### config.mk
export PLATFORM = sky130hd
export DESIGN_NAME = quote_aware_operator_splitter_unit_flat
export DESIGN_NICKNAME = d
export VERILOG_FILES = /design/src/design/qaos_pkg.sv /design/src/design/qaos_stream_if.sv /design/src/design/qaos_core.sv /design/src/design/qaos_fifo.sv /design/src/design/quote_aware_operator_splitter_unit.sv /design/src/flat_wrapper.sv
export SDC_FILE = /design/constraint.sdc
export NUM_CORES = 1
export LEC_CHECK = 0
export ABC_CLOCK_PERIOD_IN_PS = 7200
export BUFFER_PORTS_ARGS = -buffer_cell sky130_fd_sc_hd__buf_2
export CAP_MARGIN = 20
export CORE_MARGIN = 8
export CORE_UTILIZATION = 60
export CTS_CLUSTER_DIAMETER = 50
export DETAILED_ROUTE_END_ITERATION = 8
export MAX_ROUTING_LAYER = met4
export PLACE_DENSITY = 0.81
export SLEW_MARGIN = 30
export SYNTH_ARGS = -nofsm -noshare
export SYNTH_HDL_FRONTEND = slang
export SYNTH_SLANG_ARGS = --single-unit
### constraint.sdc
create_clock -name clk -period 7.2 [get_ports clk]
set_input_delay 1.08 -clock clk [delete_from_list [all_inputs] [get_ports clk]]
set_output_delay 1.08 -clock clk [all_outputs]
set_load 0.01 [all_outputs]
### src/design/qaos_pkg.sv
package qaos_pkg;

	localparam int CAP_W      = 13;
	localparam int POS_W      = 12;
	localparam int FIFO_DEPTH = 4;

	localparam logic [7:0] CH_SEMI = 8'h3B;
	localparam logic [7:0] CH_AMP  = 8'h26;
	localparam logic [7:0] CH_BAR  = 8'h7C;
	localparam logic [7:0] CH_GT   = 8'h3E;
	localparam logic [7:0] CH_SQ   = 8'h27;
	localparam logic [7:0] CH_DQ   = 8'h22;
	localparam logic [7:0] CH_BSL  = 8'h5C;
	localparam logic [7:0] CH_SP   = 8'h20;
	localparam logic [7:0] CH_TAB  = 8'h09;
	localparam logic [7:0] CH_CR   = 8'h0D;
	localparam logic [7:0] CH_LF   = 8'h0A;

	localparam logic [1:0] KIND_SEMI = 2'd0;
	localparam logic [1:0] KIND_AND  = 2'd1;
	localparam logic [1:0] KIND_OR   = 2'd2;
	localparam logic [1:0] KIND_BG   = 2'd3;

	localparam logic [1:0] ST_NONE  = 2'd0;
	localparam logic [1:0] ST_SPLIT = 2'd1;
	localparam logic [1:0] ST_ERR   = 2'd2;

	localparam logic [7:0] REG_KIND = 8'd0;
	localparam logic [7:0] REG_LCAP = 8'd1;
	localparam logic [7:0] REG_RCAP = 8'd2;

	localparam logic [CAP_W-1:0] CAP_RESET = 13'd256;

	typedef struct packed {
		logic [7:0] in_byte;
		logic       end_of_line;
	} cmd_t;

	typedef struct packed {
		logic [7:0]       out_byte;
		logic             side;
		logic [POS_W-1:0] position;
		logic             is_final;
		logic [1:0]       status;
		logic [POS_W-1:0] left_length;
		logic [POS_W-1:0] right_length;
	} res_t;

	typedef struct packed {
		logic [7:0]       index;
		logic [CAP_W-1:0] value;
	} cfg_wr_t;

	typedef struct packed {
		logic [1:0]       split_kind;
		logic [CAP_W-1:0] left_capacity;
		logic [CAP_W-1:0] right_capacity;
	} cfg_t;

	typedef struct packed {
		logic byte_v;
		logic fin_v;
		res_t byte_res;
		res_t fin_res;
	} push_t;

	function automatic logic is_ws(input logic [7:0] c);
		return c == CH_SP || c == CH_TAB || c == CH_CR || c == CH_LF;
	endfunction

endpackage

### src/design/qaos_stream_if.sv
interface qaos_stream_if #(parameter type T = logic);
	logic valid;
	logic ready;
	T     data;

	modport source(output valid, output data, input ready);
	modport sink(input valid, input data, output ready);
endinterface

### src/design/qaos_core.sv
module qaos_core #(
	parameter int MAX_LENGTH = 4096
) (
	input  logic            clk,
	input  logic            arst_n,
	input  logic            adv,
	input  qaos_pkg::cmd_t  item,
	input  qaos_pkg::cfg_t  cfg,
	output qaos_pkg::push_t push
);
	import qaos_pkg::*;

	localparam int CW = $clog2(MAX_LENGTH + 1);
	localparam int EW = ((CW > CAP_W) ? CW : CAP_W) + 1;

	localparam logic [1:0] DELIM_NONE = 2'd0;
	localparam logic [1:0] DELIM_ONE  = 2'd1;
	localparam logic [1:0] DELIM_TWO  = 2'd2;

	localparam logic [1:0] NEED_NONE = 2'd0;
	localparam logic [1:0] NEED_ONE  = 2'd1;
	localparam logic [1:0] NEED_TWO  = 2'd2;

	logic [7:0]    pc_q, bc_q, ln_q;
	logic          pv_q, esc_q, skip_q, sq_q, dq_q, op_q, err_q;
	logic [CW-1:0] raw_q  [2];
	logic [CW-1:0] kept_q [2];
	logic [CW-1:0] trim_q [2];

	logic [7:0]    n_pc, n_bc, n_ln;
	logic          n_pv, n_esc, n_skip, n_sq, n_dq, n_op, n_err;
	logic [CW-1:0] n_raw  [2];
	logic [CW-1:0] n_kept [2];
	logic [CW-1:0] n_trim [2];

	logic [7:0]    c, nx;
	logic          nv, s, keep_req, nesc, nskip;
	logic [1:0]    need, delim, status;
	logic [EW-1:0] lcap_e, rcap_e, cap_s;
	res_t          byte_res, fin_res;
	logic          byte_v, fin_v;

	// clamp capacities to the buffer limit
	always_comb begin
		lcap_e = (EW'(cfg.left_capacity) > EW'(MAX_LENGTH)) ? EW'(MAX_LENGTH)
			: EW'(cfg.left_capacity);
		rcap_e = (EW'(cfg.right_capacity) > EW'(MAX_LENGTH)) ? EW'(MAX_LENGTH)
			: EW'(cfg.right_capacity);
	end

	always_comb begin
		n_pc = pc_q; n_bc = bc_q; n_ln = ln_q;
		n_pv = pv_q; n_esc = esc_q; n_skip = skip_q;
		n_sq = sq_q; n_dq = dq_q; n_op = op_q; n_err = err_q;
		n_raw = raw_q; n_kept = kept_q; n_trim = trim_q;

		nv = !item.end_of_line;
		nx = item.end_of_line ? 8'd0 : item.in_byte;
		c = pc_q;
		s = op_q;
		cap_s = s ? rcap_e : lcap_e;
		keep_req = 1'b0; need = NEED_NONE; nesc = 1'b0; nskip = 1'b0;
		delim = DELIM_NONE; status = ST_NONE;
		byte_v = 1'b0; byte_res = '0;
		fin_v = 1'b0; fin_res = '0;

		if (adv && pv_q) begin
			if (skip_q) begin
				// second byte of a two-byte operator: drop
			end else if (esc_q) begin
				keep_req = !err_q;
			end else if (!sq_q && c == CH_BSL && nv) begin
				keep_req = !err_q;
				need = NEED_TWO;
				nesc = 1'b1;
			end else begin
				if (!dq_q && c == CH_SQ) begin
					n_sq = !sq_q;
				end else if (!sq_q && c == CH_DQ) begin
					n_dq = !dq_q;
				end
				if (!op_q && !n_sq && !n_dq) begin
					case (cfg.split_kind)
						KIND_SEMI: begin
							if (c == CH_SEMI) delim = DELIM_ONE;
						end
						KIND_AND: begin
							if (c == CH_AMP && nv && nx == CH_AMP) delim = DELIM_TWO;
						end
						KIND_OR: begin
							if (c == CH_BAR && nv && nx == CH_BAR) delim = DELIM_TWO;
						end
						default: begin
							// lone ampersand, not a redirect target
							if (c == CH_AMP && !(nv && nx == CH_AMP) && bc_q != CH_AMP
								&& ln_q != CH_GT) delim = DELIM_ONE;
						end
					endcase
				end
				if (delim != DELIM_NONE) begin
					n_op = 1'b1;
					nskip = (delim == DELIM_TWO);
				end else begin
					keep_req = !err_q;
					need = NEED_ONE;
				end
			end

			if (keep_req) begin
				if (need != NEED_NONE && (EW'(raw_q[s]) + EW'(need) >= cap_s)) begin
					n_err = 1'b1;
				end else begin
					n_raw[s] = CW'(raw_q[s] + 1'b1);
					if (!(kept_q[s] == '0 && is_ws(c))) begin
						byte_v = 1'b1;
						byte_res.out_byte = c;
						byte_res.side = s;
						byte_res.position = POS_W'(kept_q[s]);
						n_kept[s] = CW'(kept_q[s] + 1'b1);
						if (!is_ws(c)) n_trim[s] = CW'(kept_q[s] + 1'b1);
					end
				end
			end

			n_bc = c;
			if (!is_ws(c)) n_ln = c;
			n_pc = nx;
			n_pv = nv;
			n_esc = nesc;
			n_skip = nskip;
		end else if (adv && !item.end_of_line) begin
			n_pc = item.in_byte;
			n_pv = 1'b1;
			n_esc = 1'b0;
			n_skip = 1'b0;
		end

		if (adv && item.end_of_line) begin
			if (n_err || cfg.left_capacity == '0 || cfg.right_capacity == '0) begin
				status = ST_ERR;
			end else if (cfg.split_kind == KIND_BG && (n_sq || n_dq)) begin
				status = ST_ERR;
			end else if (!n_op) begin
				status = ST_NONE;
			end else if (n_trim[0] == '0) begin
				status = ST_ERR;
			end else if (cfg.split_kind == KIND_BG) begin
				status = (n_trim[1] == '0) ? ST_NONE : ST_SPLIT;
			end else begin
				status = (n_trim[1] == '0) ? ST_ERR : ST_SPLIT;
			end
			fin_v = 1'b1;
			fin_res.is_final = 1'b1;
			fin_res.status = status;
			if (status != ST_ERR) begin
				fin_res.left_length = POS_W'(n_trim[0]);
				fin_res.right_length = n_op ? POS_W'(n_trim[1]) : '0;
			end
			// start the next line from a clean state
			n_pc = '0; n_bc = '0; n_ln = '0;
			n_pv = 1'b0; n_esc = 1'b0; n_skip = 1'b0;
			n_sq = 1'b0; n_dq = 1'b0; n_op = 1'b0; n_err = 1'b0;
			n_raw[0] = '0; n_raw[1] = '0;
			n_kept[0] = '0; n_kept[1] = '0;
			n_trim[0] = '0; n_trim[1] = '0;
		end
	end

	always_ff @(posedge clk or negedge arst_n) begin
		if (!arst_n) begin
			pc_q <= '0; bc_q <= '0; ln_q <= '0;
			pv_q <= 1'b0; esc_q <= 1'b0; skip_q <= 1'b0;
			sq_q <= 1'b0; dq_q <= 1'b0; op_q <= 1'b0; err_q <= 1'b0;
			raw_q[0] <= '0; raw_q[1] <= '0;
			kept_q[0] <= '0; kept_q[1] <= '0;
			trim_q[0] <= '0; trim_q[1] <= '0;
		end else begin
			pc_q <= n_pc; bc_q <= n_bc; ln_q <= n_ln;
			pv_q <= n_pv; esc_q <= n_esc; skip_q <= n_skip;
			sq_q <= n_sq; dq_q <= n_dq; op_q <= n_op; err_q <= n_err;
			raw_q <= n_raw;
			kept_q <= n_kept;
			trim_q <= n_trim;
		end
	end

	assign push.byte_v = byte_v;
	assign push.fin_v = fin_v;
	assign push.byte_res = byte_res;
	assign push.fin_res = fin_res;

	a_final_on_eol: assert property (@(posedge clk) disable iff (!arst_n)
		adv && item.end_of_line |-> push.fin_v)
		else $error("end of line without closing item");

	a_byte_needs_pending: assert property (@(posedge clk) disable iff (!arst_n)
		push.byte_v |-> pv_q && !skip_q)
		else $error("byte emitted without a held byte");

	a_clear_after_eol: assert property (@(posedge clk) disable iff (!arst_n)
		adv && item.end_of_line |=> !pv_q && !op_q && !err_q && !sq_q && !dq_q)
		else $error("line state not cleared");

endmodule

### src/design/qaos_fifo.sv
module qaos_fifo (
	input  logic                  clk,
	input  logic                  arst_n,
	input  qaos_pkg::push_t       push,
	qaos_stream_if.source         res,
	output logic                  room2
);
	import qaos_pkg::*;

	localparam int PW = $clog2(FIFO_DEPTH);
	localparam int NW = $clog2(FIFO_DEPTH + 1);

	res_t          mem_q [FIFO_DEPTH];
	logic [PW-1:0] wr_q, rd_q;
	logic [NW-1:0] cnt_q, n_push;
	logic          pop;

	assign res.valid = (cnt_q != '0);
	assign res.data = mem_q[rd_q];
	assign pop = res.valid && res.ready;
	assign n_push = NW'(push.byte_v) + NW'(push.fin_v);
	assign room2 = (cnt_q - NW'(pop)) <= NW'(FIFO_DEPTH - 2);

	// byte item goes ahead of the closing item
	always_ff @(posedge clk) begin
		if (push.byte_v) begin
			mem_q[wr_q] <= push.byte_res;
			if (push.fin_v) mem_q[PW'(wr_q + 1'b1)] <= push.fin_res;
		end else if (push.fin_v) begin
			mem_q[wr_q] <= push.fin_res;
		end
	end

	always_ff @(posedge clk or negedge arst_n) begin
		if (!arst_n) begin
			wr_q <= '0;
			rd_q <= '0;
			cnt_q <= '0;
		end else begin
			wr_q <= PW'(wr_q + n_push);
			if (pop) rd_q <= PW'(rd_q + 1'b1);
			cnt_q <= NW'(cnt_q + n_push - NW'(pop));
		end
	end

	a_push_has_room: assert property (@(posedge clk) disable iff (!arst_n)
		(push.byte_v || push.fin_v) |-> room2)
		else $error("push into a full result queue");

	a_count_bound: assert property (@(posedge clk) disable iff (!arst_n)
		cnt_q <= NW'(FIFO_DEPTH))
		else $error("result queue count out of range");

endmodule

### src/design/quote_aware_operator_splitter_unit.sv
// An item is registered at accept and processed once the result queue has room for two;
// its results are written into that queue. A byte comes out once the following item (next
// byte or end of line) is processed, since one byte is held for lookahead.
// Throughput: one item per cycle; end of line pushes up to two items into a four-entry
// result queue, and input ready drops only while that queue lacks room for two.
// Reset (arst_n low) clears the line state, the queue and the registers to their defaults.
module quote_aware_operator_splitter_unit #(
	parameter int MAX_LENGTH = 4096
) (
	input  logic          clk,
	input  logic          arst_n,
	qaos_stream_if.sink   cmd,
	qaos_stream_if.source res,
	qaos_stream_if.sink   cfg
);
	import qaos_pkg::*;

	cfg_t  cfg_q;
	cmd_t  item_s1;
	logic  v_s1;
	logic  room2, adv;
	push_t push;

	assign adv = v_s1 && room2;
	assign cmd.ready = !v_s1 || room2;
	assign cfg.ready = 1'b1;

	always_ff @(posedge clk or negedge arst_n) begin
		if (!arst_n) begin
			cfg_q.split_kind <= KIND_SEMI;
			cfg_q.left_capacity <= CAP_RESET;
			cfg_q.right_capacity <= CAP_RESET;
		end else if (cfg.valid) begin
			case (cfg.data.index)
				REG_KIND: cfg_q.split_kind <= cfg.data.value[1:0];
				REG_LCAP: cfg_q.left_capacity <= cfg.data.value;
				REG_RCAP: cfg_q.right_capacity <= cfg.data.value;
				default: begin
					// unknown register: drop
				end
			endcase
		end
	end

	always_ff @(posedge clk or negedge arst_n) begin
		if (!arst_n) begin
			v_s1 <= 1'b0;
		end else if (cmd.valid && cmd.ready) begin
			v_s1 <= 1'b1;
		end else if (adv) begin
			v_s1 <= 1'b0;
		end
	end

	always_ff @(posedge clk) begin
		if (cmd.valid && cmd.ready) item_s1 <= cmd.data;
	end

	qaos_core #(.MAX_LENGTH(MAX_LENGTH)) u_core (
		.clk    (clk),
		.arst_n (arst_n),
		.adv    (adv),
		.item   (item_s1),
		.cfg    (cfg_q),
		.push   (push)
	);

	qaos_fifo u_fifo (
		.clk    (clk),
		.arst_n (arst_n),
		.push   (push),
		.res    (res),
		.room2  (room2)
	);

endmodule

### src/flat_wrapper.sv
// flat-port wrapper written by rule: the top's interface ports become plain ports
module quote_aware_operator_splitter_unit_flat import qaos_pkg::*;
#(
	parameter int MAX_LENGTH = 4096
)
  (clk, arst_n, cmd_valid, cmd_data, cmd_ready, res_valid, res_data, res_ready, cfg_valid, cfg_data, cfg_ready);
  qaos_stream_if #(.T(cmd_t)) cmd_i ();
  qaos_stream_if #(.T(res_t)) res_i ();
  qaos_stream_if #(.T(cfg_wr_t)) cfg_i ();
  input  logic clk;
  input  logic arst_n;
  input wire logic [$bits(cmd_i.valid)-1:0] cmd_valid;
  input wire logic [$bits(cmd_i.data)-1:0] cmd_data;
  output wire logic [$bits(cmd_i.ready)-1:0] cmd_ready;
  output wire logic [$bits(res_i.valid)-1:0] res_valid;
  output wire logic [$bits(res_i.data)-1:0] res_data;
  input wire logic [$bits(res_i.ready)-1:0] res_ready;
  input wire logic [$bits(cfg_i.valid)-1:0] cfg_valid;
  input wire logic [$bits(cfg_i.data)-1:0] cfg_data;
  output wire logic [$bits(cfg_i.ready)-1:0] cfg_ready;
  assign cmd_i.valid = cmd_valid;
  assign cmd_i.data = cmd_data;
  assign cmd_ready = cmd_i.ready;
  assign res_valid = res_i.valid;
  assign res_data = res_i.data;
  assign res_i.ready = res_ready;
  assign cfg_i.valid = cfg_valid;
  assign cfg_i.data = cfg_data;
  assign cfg_ready = cfg_i.ready;
  quote_aware_operator_splitter_unit #(.MAX_LENGTH(MAX_LENGTH)) u_core (.clk(clk), .arst_n(arst_n), .cmd(cmd_i), .res(res_i), .cfg(cfg_i));
endmodule
==> reports/results.tsv <==
stage	metric	value	unit
outcome	status	complete, no violations	
drt	drt_wl_total	39100	um
floorplan	rows	60	
clock_network	clk_path_buf_depth	3	
power	p_sw	2.00	mW
clock_network	cts_tree	built	
timing	timing.final.crit_period	6520	ps
grt	grtUsageTotal	24.1	%
drt	via_per_inst	6.38	
final_layout	nNetsFinal	1588	
power	totalPowerFinal	6.11	mW
final_layout	utilization	68.5	%
clock_network	cts_resized	0	
worst_setup_path	start_kind	flop	
timing	relSlewSlack	33.0	%
logic_synthesis	yosysTopAreaCell	dfrtp_1	
grt	grt_overflow	0	
grt	antenna_found_initial	0	
floorplan	start_util	61.2	%
drt	detail-route-antenna-nets	0	
final_layout	area_growth	11.9	%
final_layout	layout.cells.non_filler	1893	
floorplan	die_area	0.0331	mm2
worst_setup_path	crit_slowest_cell	dfrtp_1	
worst_setup_path	crit_type	flop to flop	
timing	fin_skew	18.2	ps
power	power_leakage	7.27	nW
timing	worst_slack	681	ps
logic_synthesis	syn_nets	1528	
logic_synthesis	yosysSeqAreaShare	53.5	%
clock_network	clk_pin_slew_worst_paths	60	ps
floorplan	io_pins	86	
worst_setup_path	endpoint_kind	flop	
floorplan	core_area	0.0270	mm2
place	dp_hpwl	25600	um
clock_network	ctsHoldBuffers	0	
power	pwr-share-comb	26.5	%
logic_synthesis	synthCells	1463	
place	placed_cell_area	0.0172	mm2
timing	rsz0062_at_grt	no	
clock_network	cts-root-buf	clkbuf_16	
logic_synthesis	synthArstFlopShare	41.9	%
timing	maxSlewViolCount	0	
drt	drt_iter0_markers	1232	
final_layout	antenna_cells_inserted	0	
final_layout	drive_above_1_share	18.9	%
logic_synthesis	synth_cell_types	85	
power	power_density	331	mW/mm2
clock_network	clock_sinks	346	
logic_synthesis	synth_edf_count	117	
logic_synthesis	netlist_area	0.0165	mm2
grt	grt_pass1_vias	12000	
logic_synthesis	synth.avg_cell_area	11.3	um2
timing	fin_tns_setup	0	ps
logic_synthesis	synth-seq-cells	346	
timing	report.final.setup_viol	0	
hold_path	worstHoldPathType	flop to flop	
timing	hold_viol_final	0	
timing	whs	451	ps
drt	vias	12100	
timing	max_slew.worst_pin.slew	977	ps
worst_setup_path	cpPeakStageDelay	710	ps
clock_network	cts_buffers	37	
clock_network	cts_setup_buffers	0	
worst_setup_path	critPathArrivalTime	6760	ps
logic_synthesis	synth_area_leaders	dfrtp_1 (22%), edfxtp_1 (21%), dfxtp_1 (10%)	
grt	grt_max_degree	84	
floorplan	die_height	182	um
place	gpl.final_weighted_congestion	0.926	
timing	finalCritPeriodShare	90.5	%
job	drv_cap	0	
timing	fmax	153	MHz
logic_synthesis	ys_warn_count	0	
power	seq_power_share	41.2	%
logic_synthesis	synth.top_cell.area_share	21.7	%
clock_network	htreeDepth	2	
power	max-vdd-ir-drop	179	uV
final_layout	design_area	0.0185	mm2
drt	drc_errors	0	
worst_setup_path	crit_path_frequent_cell	nor2_1	
grt	grt_first_pass_wirelength	63600	um
drt	dr.pass1.iters	5	
place	place_inst	1825	
place	post-place-ws	799	ps
logic_synthesis	synthFlopType	dfrtp_1	
worst_setup_path	worstPathMaxFanout	17	
power	power.internal	4.10	mW
power	swShare	32.8	%
worst_setup_path	critPathRequiredTime	7440	ps
power	p_clk_share	32.3	%
clock_network	clock_latency	520	ps
place	port-buffer-count	84	
drt	routedWlPerCell	20.6	um
floorplan	die_x	182	um
-- state kept, by name, summed over array words and instances (netlist names), 9 cells and up --
signal,cells
u_core.u_core.trim_q,26
u_core.item_s1,9
u_core.u_core.kept_q,26
u_core.u_fifo.mem_q,192
u_core.u_core.raw_q,26
u_core.cfg_q,28
-- layout by cell type (no fill, tap or decap), drive strengths merged, types with 7 or more instances in the layout --
cell type  instances
or2                9
xor2              30
nand2            161
nand4b             8
dfxtp             84
nand3b             8
o21ai             86
a211oi            11
dfrtp            143
xnor2             27
mux4              48
mux2i             65
nor4              46
inv               34
ha                28
clkinv             7
nand4             15
a22o              33
a21oi             46
nand2b             9
nand3             33
nor2b             15
nor2             151
buf              113
nor3              32
a22oi             28
mux2              29
edfxtp           117
clkbuf            53
-- metal layers --
layer,global-route usage [%],vias up,part of all wire (%)
li1,-,5485,-
met4,8.04,0,2.8
met2,38.8,513,49
met1,30.9,5988,41
met3,3.97,91,7.3
met5,-,-,0
-- cell families after synthesis --
| group | synth area share, % |
|---|---|
| simple gates | 15.5 |
| flops | 53.5 |
| compound gates | 9.92 |
| mux | 12.5 |
| buf+inv | 3.15 |
| xor+xnor | 3.03 |
| fa+ha+maj | 2.37 |
| other cells | 0.0227 |
-- path summary, 6_finish.rpt --
path / from / endpoint / slack [ps] / cells past startpoint
setup / recovery: u_core.u_core.c[0]$_DFFE_PN0P_ / u_core.u_fifo.mem_q[3][0]$_DFFE_PP_ / 680 / 32
hold / removal: u_core.u_fifo.mem_q[2][38]$_SDFFE_PP0P_ / u_core.u_fifo.mem_q[2][38]$_SDFFE_PP0P_ / 450 / 2
setup reg to reg: u_core.u_core.c[0]$_DFFE_PN0P_ / u_core.u_fifo.mem_q[3][0]$_DFFE_PP_ / 680 / 32
hold reg to reg: u_core.u_fifo.mem_q[2][38]$_SDFFE_PP0P_ / u_core.u_fifo.mem_q[2][38]$_SDFFE_PP0P_ / 450 / 2
max in group asynchronous: arst_n / u_core.u_core.trim_q[19]$_DFF_PN0_ / 5530 / 2
min in group asynchronous: arst_n / u_core.cfg_q[18]$_DFFE_PN0P_ / 560 / 1
-- power groups by stage --
stage / combinational, mW / clock, mW / sequential [mW]
6_report: 1.62 / 1.97 / 2.52
5_1_grt: 1.77 / 2.07 / 2.55
4_1_cts: 1.63 / 1.99 / 2.51
3_5_place_dp: 1.62 / 0 / 2.55
3_3_place_gp: 1.59 / 0 / 2.53
2_1_floorplan: 1.25 / 0 / 2.41
-- cell usage after synthesis (30+ instances only) --
library cell    n
nand2_1       156
nor2_1        150
dfrtp_1       143
edfxtp_1      117
dfxtp_1        84
o21ai_0        82
mux2i_1        65
clkbuf_1       63
mux4_2         48
a21oi_1        43
nor4_1         42
a22o_1         33
nand3_1        33
nor3_1         31
xor2_1         30
-- layout make-up --
type,count,area [um2]
Sequential cell,346,8830
Fill cell,1859,8500
Multi-Input combinational cell,995,7150
Clock buffer,53,1110
Timing Repair Buffer,113,648
Tap cell,341,427
Clock inverter,15,175
Inverter,30,113
-- worst max-delay path, delay by kind of cell, from the launching register on --
family / cells / cell delay, ps
fa+ha+maj: 4 / 1150
compound gates: 7 / 1460
buf+inv: 3 / 410
simple gates: 17 / 2310
xor+xnor: 1 / 160
flops: 1 / 710
Power figures use the tool's default switching activity.
